### config.mk
export PLATFORM = sky130hd
export DESIGN_NAME = rgba_box_downsample_2x2
export DESIGN_NICKNAME = d
export VERILOG_FILES = /design/src/rtl/rbd_pkg.sv /design/src/rtl/rbd_cell.sv /design/src/rtl/rbd_line.sv /design/src/rtl/rgba_box_downsample_2x2.sv
export SDC_FILE = /design/constraint.sdc
export NUM_CORES = 1
export LEC_CHECK = 0
export ABC_AREA = 1
export BUFFER_PORTS_ARGS = -buffer_cell sky130_fd_sc_hd__buf_4
export CAP_MARGIN = 20
export CORE_MARGIN = 4
export CORE_UTILIZATION = 58
export CTS_BUF_LIST = sky130_fd_sc_hd__clkbuf_2 sky130_fd_sc_hd__clkbuf_4 sky130_fd_sc_hd__clkbuf_8
export CTS_CLUSTER_SIZE = 25
export DETAILED_ROUTE_END_ITERATION = 10
export PLACE_DENSITY = 0.78
export SYNTH_ARGS = -nofsm -noshare
export SYNTH_HDL_FRONTEND = slang
export SYNTH_SLANG_ARGS = --single-unit
### constraint.sdc
create_clock -name clk -period 82 [get_ports clk]
set_input_delay 24.6 -clock clk [delete_from_list [all_inputs] [get_ports clk]]
set_output_delay 24.6 -clock clk [all_outputs]
set_load 0.02 [all_outputs]
### src/rtl/rbd_pkg.sv
// Shared types, constants and channel arithmetic for the 2x2 box downsampler.
`timescale 1ns / 1ps

package rbd_pkg;

	localparam int OUT_SIDE  = 32;
	localparam int OUT_W     = $clog2(OUT_SIDE);
	localparam int IDX_W     = 2 * OUT_W;
	localparam int CNT_W     = IDX_W + 2;
	localparam int FRAME_OUT = OUT_SIDE * OUT_SIDE;
	localparam int SRC_SIDE  = 2 * OUT_SIDE;
	localparam int DIM_W     = 12;
	localparam int CH_W      = 8;
	localparam int SUM_W     = CH_W + 1;
	localparam int NUM_CH    = 4;
	localparam int PIX_W     = NUM_CH * CH_W;
	localparam int ENTRY_W   = NUM_CH * SUM_W;
	localparam int CFG_IDX_W = 2;

	localparam logic [CFG_IDX_W-1:0] REG_SOURCE_WIDTH  = 2'd0;
	localparam logic [CFG_IDX_W-1:0] REG_SOURCE_HEIGHT = 2'd1;

	typedef struct packed {
		logic [CH_W-1:0] in_alpha;
		logic [CH_W-1:0] in_red;
		logic [CH_W-1:0] in_green;
		logic [CH_W-1:0] in_blue;
	} in_item_t;

	typedef struct packed {
		logic [PIX_W-1:0] out_pixel;
		logic [IDX_W-1:0] out_index;
		logic             ok;
		logic             last;
	} out_item_t;

	typedef struct packed {
		logic shift;
		logic rotate;
	} line_ctl_t;

	// Per-channel sum of two horizontally adjacent pixels, nine bits a channel.
	function automatic logic [ENTRY_W-1:0] pair_sum(input logic [PIX_W-1:0] a,
			input logic [PIX_W-1:0] b);
		logic [ENTRY_W-1:0] s;
		s = '0;
		for (int k = 0; k < NUM_CH; k++) begin
			s[k*SUM_W +: SUM_W] = SUM_W'(a[k*CH_W +: CH_W]) + SUM_W'(b[k*CH_W +: CH_W]);
		end
		return s;
	endfunction

	// Adds the lower pair to the stored upper pair and divides by four.
	function automatic logic [PIX_W-1:0] box_avg(input logic [ENTRY_W-1:0] upper,
			input logic [PIX_W-1:0] a, input logic [PIX_W-1:0] b);
		logic [PIX_W-1:0]  r;
		logic [SUM_W:0]    t;
		r = '0;
		for (int k = 0; k < NUM_CH; k++) begin
			t = (SUM_W+1)'(upper[k*SUM_W +: SUM_W]) + (SUM_W+1)'(a[k*CH_W +: CH_W])
				+ (SUM_W+1)'(b[k*CH_W +: CH_W]);
			r[k*CH_W +: CH_W] = t[SUM_W:2];
		end
		return r;
	endfunction

endpackage

### src/rtl/rbd_cell.sv
// One cell of the line store: holds the pair sums of one output column.
`timescale 1ns / 1ps

module rbd_cell (
	input  logic                        clk,
	input  logic                        shift,
	input  logic [rbd_pkg::ENTRY_W-1:0] d,
	output logic [rbd_pkg::ENTRY_W-1:0] q
);
	import rbd_pkg::*;

	logic [ENTRY_W-1:0] entry_q;

	// Contents are meaningless until an even row has passed through.
	always_ff @(posedge clk) begin
		if (shift) begin
			entry_q <= d;
		end
	end

	assign q = entry_q;

endmodule

### src/rtl/rbd_line.sv
// Line store built as a row of cells that shift one place per completed pair.
`timescale 1ns / 1ps

module rbd_line (
	input  logic                        clk,
	input  rbd_pkg::line_ctl_t          ctl,
	input  logic [rbd_pkg::ENTRY_W-1:0] din,
	output logic [rbd_pkg::ENTRY_W-1:0] head
);
	import rbd_pkg::*;

	logic [ENTRY_W-1:0] link [OUT_SIDE+1];

	// On odd rows the oldest entry is read and fed back in, so the row rotates intact.
	assign link[0] = ctl.rotate ? link[OUT_SIDE] : din;
	assign head    = link[OUT_SIDE];

	for (genvar i = 0; i < OUT_SIDE; i++) begin : g_cell
		rbd_cell u_cell (
			.clk   (clk),
			.shift (ctl.shift),
			.d     (link[i]),
			.q     (link[i+1])
		);
	end

endmodule

### src/rtl/rgba_box_downsample_2x2.sv
// Top level of the 2x2 box downsampler producing a 32x32 packed ARGB image.
`timescale 1ns / 1ps

// Usage
// Source pixels arrive one item at a time in raster order on in_valid/in_ready
// with in_data; result items leave on out_valid/out_ready with out_data.
// The cfg channel (cfg_valid/cfg_ready, cfg_index, cfg_data) sets source_width
// (index 0) and source_height (index 1); cfg_ready is always high, and every
// write to either restarts the image. Write only while the block is idle.
// At 32x32 each item yields its pixel unchanged; at 64x64 the even rows fill
// the line store with horizontal pair sums and every second item of an odd
// row yields the average of one 2x2 block. Any other size yields zero pixels
// with ok cleared for the first 1024 items and nothing after that.
// A result is registered in the output register, or in the skid register on a
// stall. One item is taken every cycle while in_ready is high; the 32-cell line
// store chain shifts once per completed pixel pair, so it never limits the rate.
// A two-entry output buffer (output register plus skid register) keeps input
// accepted while one result waits; in_ready falls only when both are full.
// Reset returns the sizes to 32x32 and clears the pixel count, the held pixel
// and the output buffer; the line store needs no clearing.
module rgba_box_downsample_2x2 (
	input  logic                          clk,
	input  logic                          arst_n,
	input  logic                          in_valid,
	output logic                          in_ready,
	input  rbd_pkg::in_item_t             in_data,
	output logic                          out_valid,
	input  logic                          out_ready,
	output rbd_pkg::out_item_t            out_data,
	input  logic                          cfg_valid,
	output logic                          cfg_ready,
	input  logic [rbd_pkg::CFG_IDX_W-1:0] cfg_index,
	input  logic [rbd_pkg::DIM_W-1:0]     cfg_data
);
	import rbd_pkg::*;

	logic [DIM_W-1:0]   source_width_q;
	logic [DIM_W-1:0]   source_height_q;
	logic [CNT_W-1:0]   count_q;
	logic [PIX_W-1:0]   held_q;
	logic               out_valid_q;
	logic               skid_valid_q;
	out_item_t          out_q;
	out_item_t          skid_q;

	logic               accept;
	logic               cfg_write;
	logic               copy_mode;
	logic               down_mode;
	logic [PIX_W-1:0]   px;
	logic [OUT_W:0]     col;
	logic [OUT_W:0]     row;
	logic [OUT_W-1:0]   slot;
	logic [ENTRY_W-1:0] line_head;
	line_ctl_t          line_ctl;
	logic               res_valid;
	out_item_t          res;
	logic [CNT_W-1:0]   count_next;
	logic               hold_px;

	assign cfg_ready = 1'b1;
	assign cfg_write = cfg_valid & cfg_ready;
	assign in_ready  = ~skid_valid_q;
	assign accept    = in_valid & in_ready;

	assign copy_mode = (source_width_q == DIM_W'(OUT_SIDE))
		&& (source_height_q == DIM_W'(OUT_SIDE));
	assign down_mode = (source_width_q == DIM_W'(SRC_SIDE))
		&& (source_height_q == DIM_W'(SRC_SIDE));

	assign px   = in_data;
	assign col  = count_q[OUT_W:0];
	assign row  = count_q[CNT_W-1:OUT_W+1];
	assign slot = col[OUT_W:1];

	// Decide what the current item produces and how the count moves on.
	always_comb begin
		res_valid       = 1'b0;
		res.out_pixel   = '0;
		res.out_index   = count_q[IDX_W-1:0];
		res.ok          = 1'b0;
		count_next      = count_q;
		hold_px         = 1'b0;
		line_ctl.shift  = 1'b0;
		line_ctl.rotate = 1'b0;
		if (copy_mode) begin
			res_valid     = 1'b1;
			res.out_pixel = px;
			res.ok        = 1'b1;
			count_next    = CNT_W'(count_q[IDX_W-1:0] + IDX_W'(1));
		end else if (down_mode) begin
			// The count wraps exactly at the end of the source image.
			count_next = count_q + CNT_W'(1);
			if (!col[0]) begin
				hold_px = 1'b1;
			end else begin
				line_ctl.shift = 1'b1;
				if (row[0]) begin
					line_ctl.rotate = 1'b1;
					res_valid       = 1'b1;
					res.out_pixel   = box_avg(line_head, held_q, px);
					res.out_index   = {row[OUT_W:1], slot};
					res.ok          = 1'b1;
				end
			end
		end else if (count_q < CNT_W'(FRAME_OUT)) begin
			res_valid  = 1'b1;
			count_next = count_q + CNT_W'(1);
		end
		res.last = (res.out_index == IDX_W'(FRAME_OUT - 1));
	end

	rbd_line u_line (
		.clk  (clk),
		.ctl  ('{shift: line_ctl.shift & accept & ~cfg_write, rotate: line_ctl.rotate}),
		.din  (pair_sum(held_q, px)),
		.head (line_head)
	);

	// Configuration registers, pixel count and held pixel.
	always_ff @(posedge clk or negedge arst_n) begin
		if (!arst_n) begin
			source_width_q  <= DIM_W'(OUT_SIDE);
			source_height_q <= DIM_W'(OUT_SIDE);
			count_q         <= '0;
			held_q          <= '0;
		end else if (cfg_write) begin
			unique case (cfg_index)
				REG_SOURCE_WIDTH:  source_width_q  <= cfg_data;
				REG_SOURCE_HEIGHT: source_height_q <= cfg_data;
				default: ;
			endcase
			if (cfg_index == REG_SOURCE_WIDTH || cfg_index == REG_SOURCE_HEIGHT) begin
				count_q <= '0;
				held_q  <= '0;
			end
		end else if (accept) begin
			count_q <= count_next;
			if (hold_px) begin
				held_q <= px;
			end
		end
	end

	// Output register and skid register: valid flags.
	always_ff @(posedge clk or negedge arst_n) begin
		if (!arst_n) begin
			out_valid_q  <= 1'b0;
			skid_valid_q <= 1'b0;
		end else if (out_valid_q && !out_ready) begin
			if (accept && res_valid) begin
				skid_valid_q <= 1'b1;
			end
		end else if (skid_valid_q) begin
			out_valid_q  <= 1'b1;
			skid_valid_q <= 1'b0;
		end else begin
			out_valid_q <= accept & res_valid;
		end
	end

	// Output register and skid register: payload.
	always_ff @(posedge clk) begin
		if (out_valid_q && !out_ready) begin
			if (accept && res_valid) begin
				skid_q <= res;
			end
		end else if (skid_valid_q) begin
			out_q <= skid_q;
		end else if (accept && res_valid) begin
			out_q <= res;
		end
	end

	assign out_valid = out_valid_q;
	assign out_data  = out_q;

endmodule

Yosys cells after proc, flatten, opt, wreduce, memory -nomap -nowiden:

Cells that the tools add are included.

* bits of input ports: 51
* register bits: 1310
* output and inout port bits: 47

* reduce and logical (&&, ||, !) cells: 17
* mux-type cells: 33
* bitwise operators: 7
* add/subtract/negate cells: 14
* $lt $le $gt $ge: 1
* equal/unequal tests: 8

Operators by type and width (count)
* $mux 32: 5
* $mux 43: 3
* $mux 44: 2
* $mux 12: 6
* $add 10x8->10: 4
* $add 9x8->10: 4
* $add 8x8->9: 4
* $mux 36: 1
* $eq 12x6->1 const B: 2
* $eq 12x7->1 const B: 2
* $add 12x1->12 const B: 1
* $lt 12x11->1 const B: 1
* $mux 1: 12
* $add 10x1->11 const B: 1
* $eq 10x10->1 const B: 1
* $mux 10: 1
* $reduce_and 2->1: 4
* $mux 2: 3
* $reduce_and 3->1: 2
* $reduce_bool 2->1: 3
* $and 1x1->1: 4
* $logic_and 1x1->1: 4
* $ne 2x1->1 const B: 2
* $reduce_bool 4->1: 1
* other kinds (5): 7

Longest topological paths before layout:

Gate-level depths: netlist (run 1).

* depth in word-level cells: 9
* mapped depth: 15

Cells and area by module:

A second synthesis (run 1) with hierarchy kept.

* cells, all modules: 2465
* area total of the unflattened synthesis: 45501.1 um2

Modules (own cells, without submodules)
* rbd_cell: sequential area each 1081.0 um2, cells each 36, times used 32, area an instance 1081.0 um2
* rgba_box_downsample_2x2: sequential area each 4396.7 um2, cells each 1197, times used 1, area an instance 10390.0 um2
* rbd_line: sequential area each 0.0 um2, cells each 116, times used 1, area an instance 518.0 um2

Worst setup path before layout (run 1):

OpenSTA, ideal clock, no wires.

* path type: input-to-reg
* from: in in_valid
* to: reg u_line.g_cell[0].u_cell.entry_q[0] (enable)
* stages: 4
* setup slack: -24.009 ns
* data arrival time: 101.918 ns
* path through: nand2_1 nor2_1 inv_1 nor3_1

* word-level cells in the longest chain between the ends: 3

Ends and longest elaborated chain
* from (decl): line rgba_box_downsample_2x2.sv:24 `input logic in_valid,`
* $and 1x1->1: line rgba_box_downsample_2x2.sv:64 `assign accept = in_valid & in_ready;`
* $and 1x1->1 (2 in series): line rgba_box_downsample_2x2.sv:115 `.ctl ('{shift: line_ctl.shift & accept & ~cfg_write, rotate: line_ctl.rotate}),`
* net u_line.g_cell[0].u_cell.shift: line rbd_cell.sv:6 `input logic shift,`
* to (signal assigned): line rbd_cell.sv:17 `entry_q <= d;`
* to (decl): line rbd_cell.sv:12 `logic [ENTRY_W-1:0] entry_q;`

The timed path passes the listed nets, and every way through them passes these cells.
A chain may end at the register's enable or synchronous reset.

Worst setup path in the final report (run 1):

* from: in in_valid
* to: reg u_line.g_cell[1].u_cell.entry_q[24] (enable)

* word-level cells in the longest chain between the ends: 3

Ends and longest elaborated chain (line)
* $and 1x1->1: rgba_box_downsample_2x2.sv:64
* $and 1x1->1 (2 in series): rgba_box_downsample_2x2.sv:115
* net u_line.g_cell[0].u_cell.shift: rbd_cell.sv:6
* to (signal assigned): rbd_cell.sv:17
* to (decl): rbd_cell.sv:12

The timed path passes the listed nets, and every way through them passes these cells.

==> impl_metrics.ini, run 1 <==
[run_status]
status = completed

[yosys]
synth_edf_count = 1240
synth_ff_type = edfxtp_1
netlist_instances = 2423
synthesis.area_um2 = 45200
async_reset_ff_share_pct = 5.344
syn_area_per_cell_um2 = 18.66
ys_ff_latch = 1310
yosysWarningCount = 0
seq_area_frac_synth_pct = 86.25
synthDistinctLibCells = 41
syn_nets = 2571

[sta]
setup_tns_ns = 0
rsz0062_at_grt = false
clock_skew_ns = 0.05376
relSlewSlack_pct = 22.50
fin_crit_sh_pct = 34.56
setup_violations = 0
hold_viol = 0
slew_viol_final = 0
tightest_slew_ns = 1.162
period_needed_ns = 28.34
max_freq_mhz = 35.29

[global_route]
antenna_found_initial = 5
grt_usage_pct = 17.62
grt_pass1_wl_mm = 113.2
grt_util_met2_pct = 25.62
grt_pass1_vias = 20670
grt-busiest-layer = met1
met3_usage_pct = 4.734
grt_overflow = 0
grt_max_degree = 229
met1_usage_pct = 26.40

[floorplan]
core-area_um2 = 77340
row_count = 102
ios = 98
die_w_um = 287.2
dieHeight_um = 287.2
dieArea_um2 = 82470
start_util_pct = 58.45

[place]
gp_congestion = 0.8701
placed_area_um2 = 47180
dp_cells = 3530
port_buffers = 96
dpl.hpwl_mm = 38.74

[route]
via_per_inst = 5.361
dr.pass1.iters = 6
drc = 0
drtIter0Drc = 2326
drt-wirelength-per-cell_um = 18.51
postRouteAntennaNets = 0
vias = 20870
postRouteWirelength_mm = 72.07

[worst_setup_path]
worstSetupEndpointType = register
r2r-start = skid_valid_q$_DFFE_PN0P_
reg2reg_slack_ns = 75.91
path_max_fanout = 228
r2r-end = u_line.g_cell[1].u_cell.q[24]$_DFFE_PP_
worst_r2r_path_depth = 12
cp.arrival_ns = 28.75
critPathKind = input pin to register
required_ns = 82.41
start_kind = input pin

[worst_hold_path]
hold_class = register to register
min_path_cells = 0
hold_path_end = u_line.g_cell[31].u_cell.q[29]$_DFFE_PP_
hp-start = u_line.g_cell[30].u_cell.q[29]$_DFFE_PP_

[power_and_ir_drop]
powerDensity_nw_per_um2 = 25.36
total_power_mw = 1.302
power_leakage_nw = 18.22
peakVddDrop_uv = 17.94

[clocking]
tritoncts = done
cts.sinks = 1310
cts-hold-fix-buffers = 0
ctsRootBufferMaster = clkbuf_8
clk-insertion-delay-late_ns = 0.83
cts_buffers = 189
post-cts-setup-buffer-count = 0
htree_levels = 4
cts_resized = 0
cts_buffer_depth = 3
clk_pin_slew_worst_paths_ns = 0.07

[cells_and_area]
fin_area_um2 = 51350
n_fill_cell = 4772
nNetsFinal = 2837
final_cells = 3893
syn_to_final_growth_pct = 13.60
drive_gt1_share_pct = 16.39

[job]
maxCapViolCount = 0
cell usage in the layout (no fill, tap or decap), types with 3 or more instances in the layout:
cell type  count
a211oi_1       5
a21oi_1       64
a31oi_1       16
buf_16         7
buf_4        111
bufinv_16     13
clkbuf_4      44
clkbuf_8     193
clkinv_1      49
clkinv_2      37
dfrtp_1       68
diode_2        3
edfxtp_1    1240
fa_1          36
ha_1          61
inv_1        154
inv_12         6
inv_2          8
inv_6          4
mux2i_1        7
nand2_1      311
nand3_1      110
nand4_1       15
nor2_1        69
nor2_2         3
nor2_4         6
nor3_1         6
o21ai_0      114
o21ai_1        5
o21ai_2        3
o22ai_1        4
o31ai_1        5
or2_2         14
xnor2_1       24
xor2_1        11
where the power goes:
part | leakage, nW | internal [mW] | switching (mW) | total (mW)
registers | 12.1 | 0.730 | 0.00494 | 0.735
logic | 3.99 | 0.0135 | 0.0257 | 0.0392
clock network | 2.08 | 0.285 | 0.243 | 0.528
sequential cells by signal (all words and copies together) (netlist names):
name	flops
source_width_q	12
skid_q	44
out_valid	1
source_height_q	12
out_data	44
skid_valid_q	1
count_q	12
u_line.g_cell.u_cell.q	1152
held_q	32
per-layer routing:
metal,wire [um],vias to the layer above
met5,27,-
met4,1557,4
met3,5368,156
met2,32540,780
met1,32580,10380
li1,-,9549
cells by family (layout without fill, tap and decap cells):
| logic type | count (synthesis) | in the layout | share of synthesized area (%) |
|---|---|---|---|
| flops | 1310 | 1310 | 86.25 |
| buf+inv | 207 | 634 | 1.810 |
| mux | 7 | 7 | 0.1550 |
| fa+ha+maj | 97 | 97 | 3.283 |
| xor+xnor | 35 | 35 | 0.6781 |
| compound gates | 219 | 219 | 2.571 |
| other cells | 1 | 4 | 0.008296 |
| simple gates | 547 | 547 | 5.240 |
worst max path at each step:
stage / slack (ns) / startpoint / cells past startpoint / endpoint
final: 53.66 / in_valid / 11 / u_line.g_cell[1].u_cell.q[24]$_DFFE_PP_
after global routing: 53.41 / in_valid / 11 / u_line.g_cell[31].u_cell.q[23]$_DFFE_PP_
after floorplan: 11.31 / in_valid / 4 / u_line.g_cell[0].u_cell.q[0]$_DFFE_PP_
after CTS: 53.27 / in_valid / 9 / u_line.g_cell[7].u_cell.q[24]$_DFFE_PP_
after global placement: 52.57 / in_valid / 9 / u_line.g_cell[20].u_cell.q[24]$_DFFE_PP_
after detailed placement: 52.29 / in_valid / 9 / u_line.g_cell[17].u_cell.q[24]$_DFFE_PP_
metrics by stage:
step	hold WS, ns	setup WS [ns]	util, %
3_5_place_dp	0.4045	52.29	61.01
4_1_cts	0.3814	53.27	66.11
5_1_grt	0.3951	53.41	66.39
2_1_floorplan	0.4003	11.31	-
3_3_place_gp	0.4015	52.57	61.01
6_report	0.3845	53.66	66.39
cell type report:
cell class	instances	area, um^2	area share, %
Antenna cell	3	7.507	0.01462
Clock buffer	237	2987	5.816
Clock inverter	115	959.7	1.869
Inverter	162	608.1	1.184
Multi-Input combinational cell	906	5430	10.58
Sequential cell	1310	38990	75.93
Tap cell	1040	1301	2.534
Timing Repair Buffer	120	1066	2.076
Yosys cell counts, types with 2 or more instances:
| cell | instances | area share [%] |
|---|---|---|
| edfxtp_1 | 1240 | 82 |
| nand2_1 | 311 | 2.6 |
| inv_1 | 154 | 1.3 |
| o21ai_0 | 114 | 1.3 |
| nand3_1 | 111 | 1.2 |
| nor2_1 | 70 | 0.58 |
| dfrtp_1 | 68 | 3.8 |
| a21oi_1 | 65 | 0.72 |
| ha_1 | 61 | 1.7 |
| fa_1 | 36 | 1.6 |
| xnor2_1 | 24 | 0.47 |
| clkbuf_1 | 21 | 0.17 |
| a31oi_1 | 16 | 0.22 |
| buf_2 | 15 | 0.17 |
| nand4_1 | 15 | 0.21 |
| or2_2 | 14 | 0.19 |
| xor2_1 | 11 | 0.21 |
| inv_2 | 8 | 0.066 |
| mux2i_1 | 7 | 0.16 |
| nor3_1 | 7 | 0.077 |
| a211oi_1 | 5 | 0.083 |
| buf_1 | 5 | 0.042 |
| nor2_4 | 5 | 0.12 |
| o21ai_1 | 5 | 0.055 |
| o31ai_1 | 5 | 0.083 |
| o22ai_1 | 4 | 0.055 |
| nor2_2 | 3 | 0.042 |
| o21ai_2 | 3 | 0.058 |
| buf_4 | 2 | 0.033 |
| buf_6 | 2 | 0.050 |
| dfstp_2 | 2 | 0.12 |
| nand2_2 | 2 | 0.028 |
| nand3b_1 | 2 | 0.033 |
| o211ai_1 | 2 | 0.033 |
| or2_1 | 2 | 0.028 |
critical path: stages:
cell     delay [ns]
buf_4          0.09
nand2_1        0.07
nor2_1         0.23
inv_1          0.14
nor3_4         0.19
buf_4          0.46
buf_16         0.31
buf_12         0.77
buf_4          0.39
buf_16         0.34
buf_4          0.81
No activity file was read; power rests on OpenSTA's default activity.
==> run 2: changes to the inputs <==
--- a/config.mk
+++ b/config.mk
@@ -5,15 +5,15 @@
 export SDC_FILE = /design/constraint.sdc
 export NUM_CORES = 1
 export LEC_CHECK = 0
-export ABC_AREA = 1
+export ABC_AREA = 0
 export BUFFER_PORTS_ARGS = -buffer_cell sky130_fd_sc_hd__buf_4
 export CAP_MARGIN = 20
 export CORE_MARGIN = 4
-export CORE_UTILIZATION = 58
+export CORE_UTILIZATION = 64
 export CTS_BUF_LIST = sky130_fd_sc_hd__clkbuf_2 sky130_fd_sc_hd__clkbuf_4 sky130_fd_sc_hd__clkbuf_8
 export CTS_CLUSTER_SIZE = 25
 export DETAILED_ROUTE_END_ITERATION = 10
-export PLACE_DENSITY = 0.78
+export PLACE_DENSITY = 0.81
 export SYNTH_ARGS = -nofsm -noshare
 export SYNTH_HDL_FRONTEND = slang
 export SYNTH_SLANG_ARGS = --single-unit
==> constraint.sdc (replaced) <==
create_clock -name clk -period 28.6 [get_ports clk]
set_input_delay 8.58 -clock clk [delete_from_list [all_inputs] [get_ports clk]]
set_output_delay 8.58 -clock clk [all_outputs]
set_load 0.02 [all_outputs]
==> run 2 against run 1 <==
Net effect: largest cell class unchanged; synthesized cell count fell by 12%; first-iteration DRC count is 1.1% higher; final cell count fell by 10%; via count decreased by 3.9%; wire length rose by 5.6%; combinational power up 130%; count of clock-buffer cells in the layout is 24 higher; critical path type unchanged; sequential share of layout area is 0.94 points higher; clock power rose to 2.8 times the previous value; setup slack got worse by 37 ns; clock skew decreased by 0.021 ns; global-route usage rose by 2.9 points.
==> impl_metrics.ini, run 2 <==
[worst_setup_path]
start_kind = input pin
r2r-start = source_height_q[10]$_DFFE_PN0P_
path_max_fanout = 81
worstSetupEndpointType = register
required_ns = 29.00
critPathKind = input pin to register
cp.arrival_ns = 12.75
crit_start = in_valid
worst_r2r_path_depth = 10

[yosys]
synthesis.area_um2 = 44810
syn_area_per_cell_um2 = 21.04
synth_top_area_share_pct = 83.10
ys_ff_latch = 1310
async_reset_ff_share_pct = 5.344
synthDistinctLibCells = 64
netlist_instances = 2130
syn_nets = 2278
synth.top_cells.by_count = edfxtp_1, nand2_1, o21ai_0, dfrtp_1
yosysWarningCount = 0
synth_ff_type = edfxtp_1
synthTopCellsByArea = edfxtp_1, dfrtp_1, ha_1, fa_1, mux2_2
synth.most_common_cell = edfxtp_1
synth_edf_count = 1240
yosys.area.top_type = edfxtp_1
seq_area_frac_synth_pct = 87.02

[power_and_ir_drop]
power_frac_seq_pct = 57.2
p_sw_uw = 748.8
intPower_mw = 2.924
peakVddDrop_uv = 45.59
p_clk_share_pct = 40.4
powerDensity_nw_per_um2 = 72.41
switching_share_pct = 20.39
p_comb_share_pct = 2.5
total_power_mw = 3.672
power_leakage_nw = 17.40

[route]
drt-wirelength-per-cell_um = 21.82
vias = 20050
postRouteAntennaNets = 0
via_per_inst = 5.745
dr.pass1.iters = 6
postRouteWirelength_mm = 76.12
drc = 0
drtIter0Drc = 2352

[sta]
fin_crit_sh_pct = 43.19
finalWorstSetupSlack_ns = 16.25
tightest_slew_ns = 1.089
period_needed_ns = 12.35
max_freq_mhz = 80.96
hold_viol = 0
clock_skew_ns = 0.03271
rsz0062_at_grt = false
setup_tns_ns = 0
setup_violations = 0
slew_viol_final = 0
hold_ws_ns = 0.3988
relSlewSlack_pct = 27.38

[clocking]
clk-insertion-delay-late_ns = 0.81
cts.sinks = 1310
cts-hold-fix-buffers = 0
ctsRootBufferMaster = clkbuf_8
cts_resized = 0
htree_levels = 4
clk_pin_slew_worst_paths_ns = 0.06
cts_buffers = 187
tritoncts = done
cts_buffer_depth = 3
post-cts-setup-buffer-count = 0

[worst_hold_path]
hp-start = u_line.g_cell[1].u_cell.q[33]$_DFFE_PP_
hold_class = register to register
min_path_cells = 0

[global_route]
antenna_found_initial = 8
grt_pass1_vias = 20210
grt_max_degree = 215
grt_usage_pct = 20.53
grt_overflow = 0
grt_pass1_wl_mm = 115.9

[place]
gp_congestion = 0.8486
dp_cells = 3135
place_ws_ns = 14.30
dpl.hpwl_mm = 40.03
port_buffers = 96

[cells_and_area]
largest_reg_flops = 1152
drive_gt1_share_pct = 20.02
syn_to_final_growth_pct = 13.19
nNetsFinal = 2545
final_cell_mix = edfxtp_1, clkbuf_8, nand2_1, buf_4, o21ai_0
final_cells = 3489
layout.cells.most_common = edfxtp_1

[floorplan]
core-area_um2 = 68950
dieArea_um2 = 74310
ios = 98
start_util_pct = 64.99
row_count = 96
die_w_um = 272.6
dieHeight_um = 272.6

[job]
maxCapViolCount = 0

[run_status]
status = completed
## run 2: cell count changes in the layout (fill, tap and decap cells not counted), moves of 10 or more
cell      before  now
clkbuf_4      44   60
clkinv_2      37   25
o31ai_1        5   17
xor2_1        11   21
nand3_1      110   17
a21o_1         0   27
nand4_1       15    3
o21ai_0      114   82
inv_1        154   34
a31oi_1       16    6
mux2_2         0   56
nand2_1      311  134
## run 2: metal layers
layer	up-vias	wire [um]	GRT usage, %
met5	-	41	0
li1	8849	-	-
met3	160	6637	5.470
met1	10090	31980	29.39
met4	6	1860	8.727
met2	943	35600	30.72
## run 2: worst max-delay path: stages
cell and delay, ns:
buf_4 0.09, nand2b_1 0.10, or2_2 0.36, nor2_4 0.79, buf_4 0.88, buf_4 0.37, buf_16 0.35, buf_4 0.35
buf_4 0.75
## run 2: cell type report
| type | count | area [um^2] |
|---|---|---|
| clock buffers | 261 | 3217 |
| fillers | 3600 | 18230 |
| repair buffers | 122 | 1021 |
| clock inverters | 84 | 640.6 |
| diodes | 5 | 12.51 |
| well taps | 931 | 1165 |
| inverters | 35 | 131.4 |
| multi-input cells | 741 | 5542 |
| flip-flops and latches | 1310 | 38990 |
## run 2: kinds of logic after synthesis
logic type      after synthesis  synth area share (%)
other cells                   1              0.008369
simple gates                285                 2.949
flops                      1310                 87.02
mux                          68                 1.712
fa+ha+maj                    97                 3.312
compound gates              248                 3.482
buf+inv                      79                0.6981
xor+xnor                     42                0.8210
## run 2: path summary, 6_finish.rpt
kind / endpoint / slack (ns)
worst max-delay path: u_line.g_cell[13].u_cell.q[24]$_DFFE_PP_ / 16.25
worst min-delay path: u_line.g_cell[2].u_cell.q[33]$_DFFE_PP_ / 0.40
worst max register to register: u_line.g_cell[13].u_cell.q[24]$_DFFE_PP_ / 22.85
worst min register to register: u_line.g_cell[2].u_cell.q[33]$_DFFE_PP_ / 0.40
max in group asynchronous: source_height_q[5]$_DFFE_PN1P_ / 20.30
min in group asynchronous: held_q[1]$_DFFE_PN0P_ / 7.65
## run 2: through the flow
step / util (%) / area [um^2]
floorplan: - / 44810
global placement: 67.78 / 46730
detailed placement: 67.79 / 46740
CTS: 73.38 / 50600
global route: 73.55 / 50710
finish: 73.56 / 50720
## run 2: power groups by stage
| stage | clock network, mW | logic, mW | registers, mW |
|---|---|---|---|
| floorplan | 0 | 0.0444 | 2.14 |
| global placement | 0 | 0.0844 | 2.14 |
| detailed placement | 0 | 0.0880 | 2.14 |
| CTS | 1.52 | 0.0896 | 2.10 |
| global route | 1.62 | 0.0972 | 2.10 |
| finish | 1.48 | 0.0909 | 2.10 |
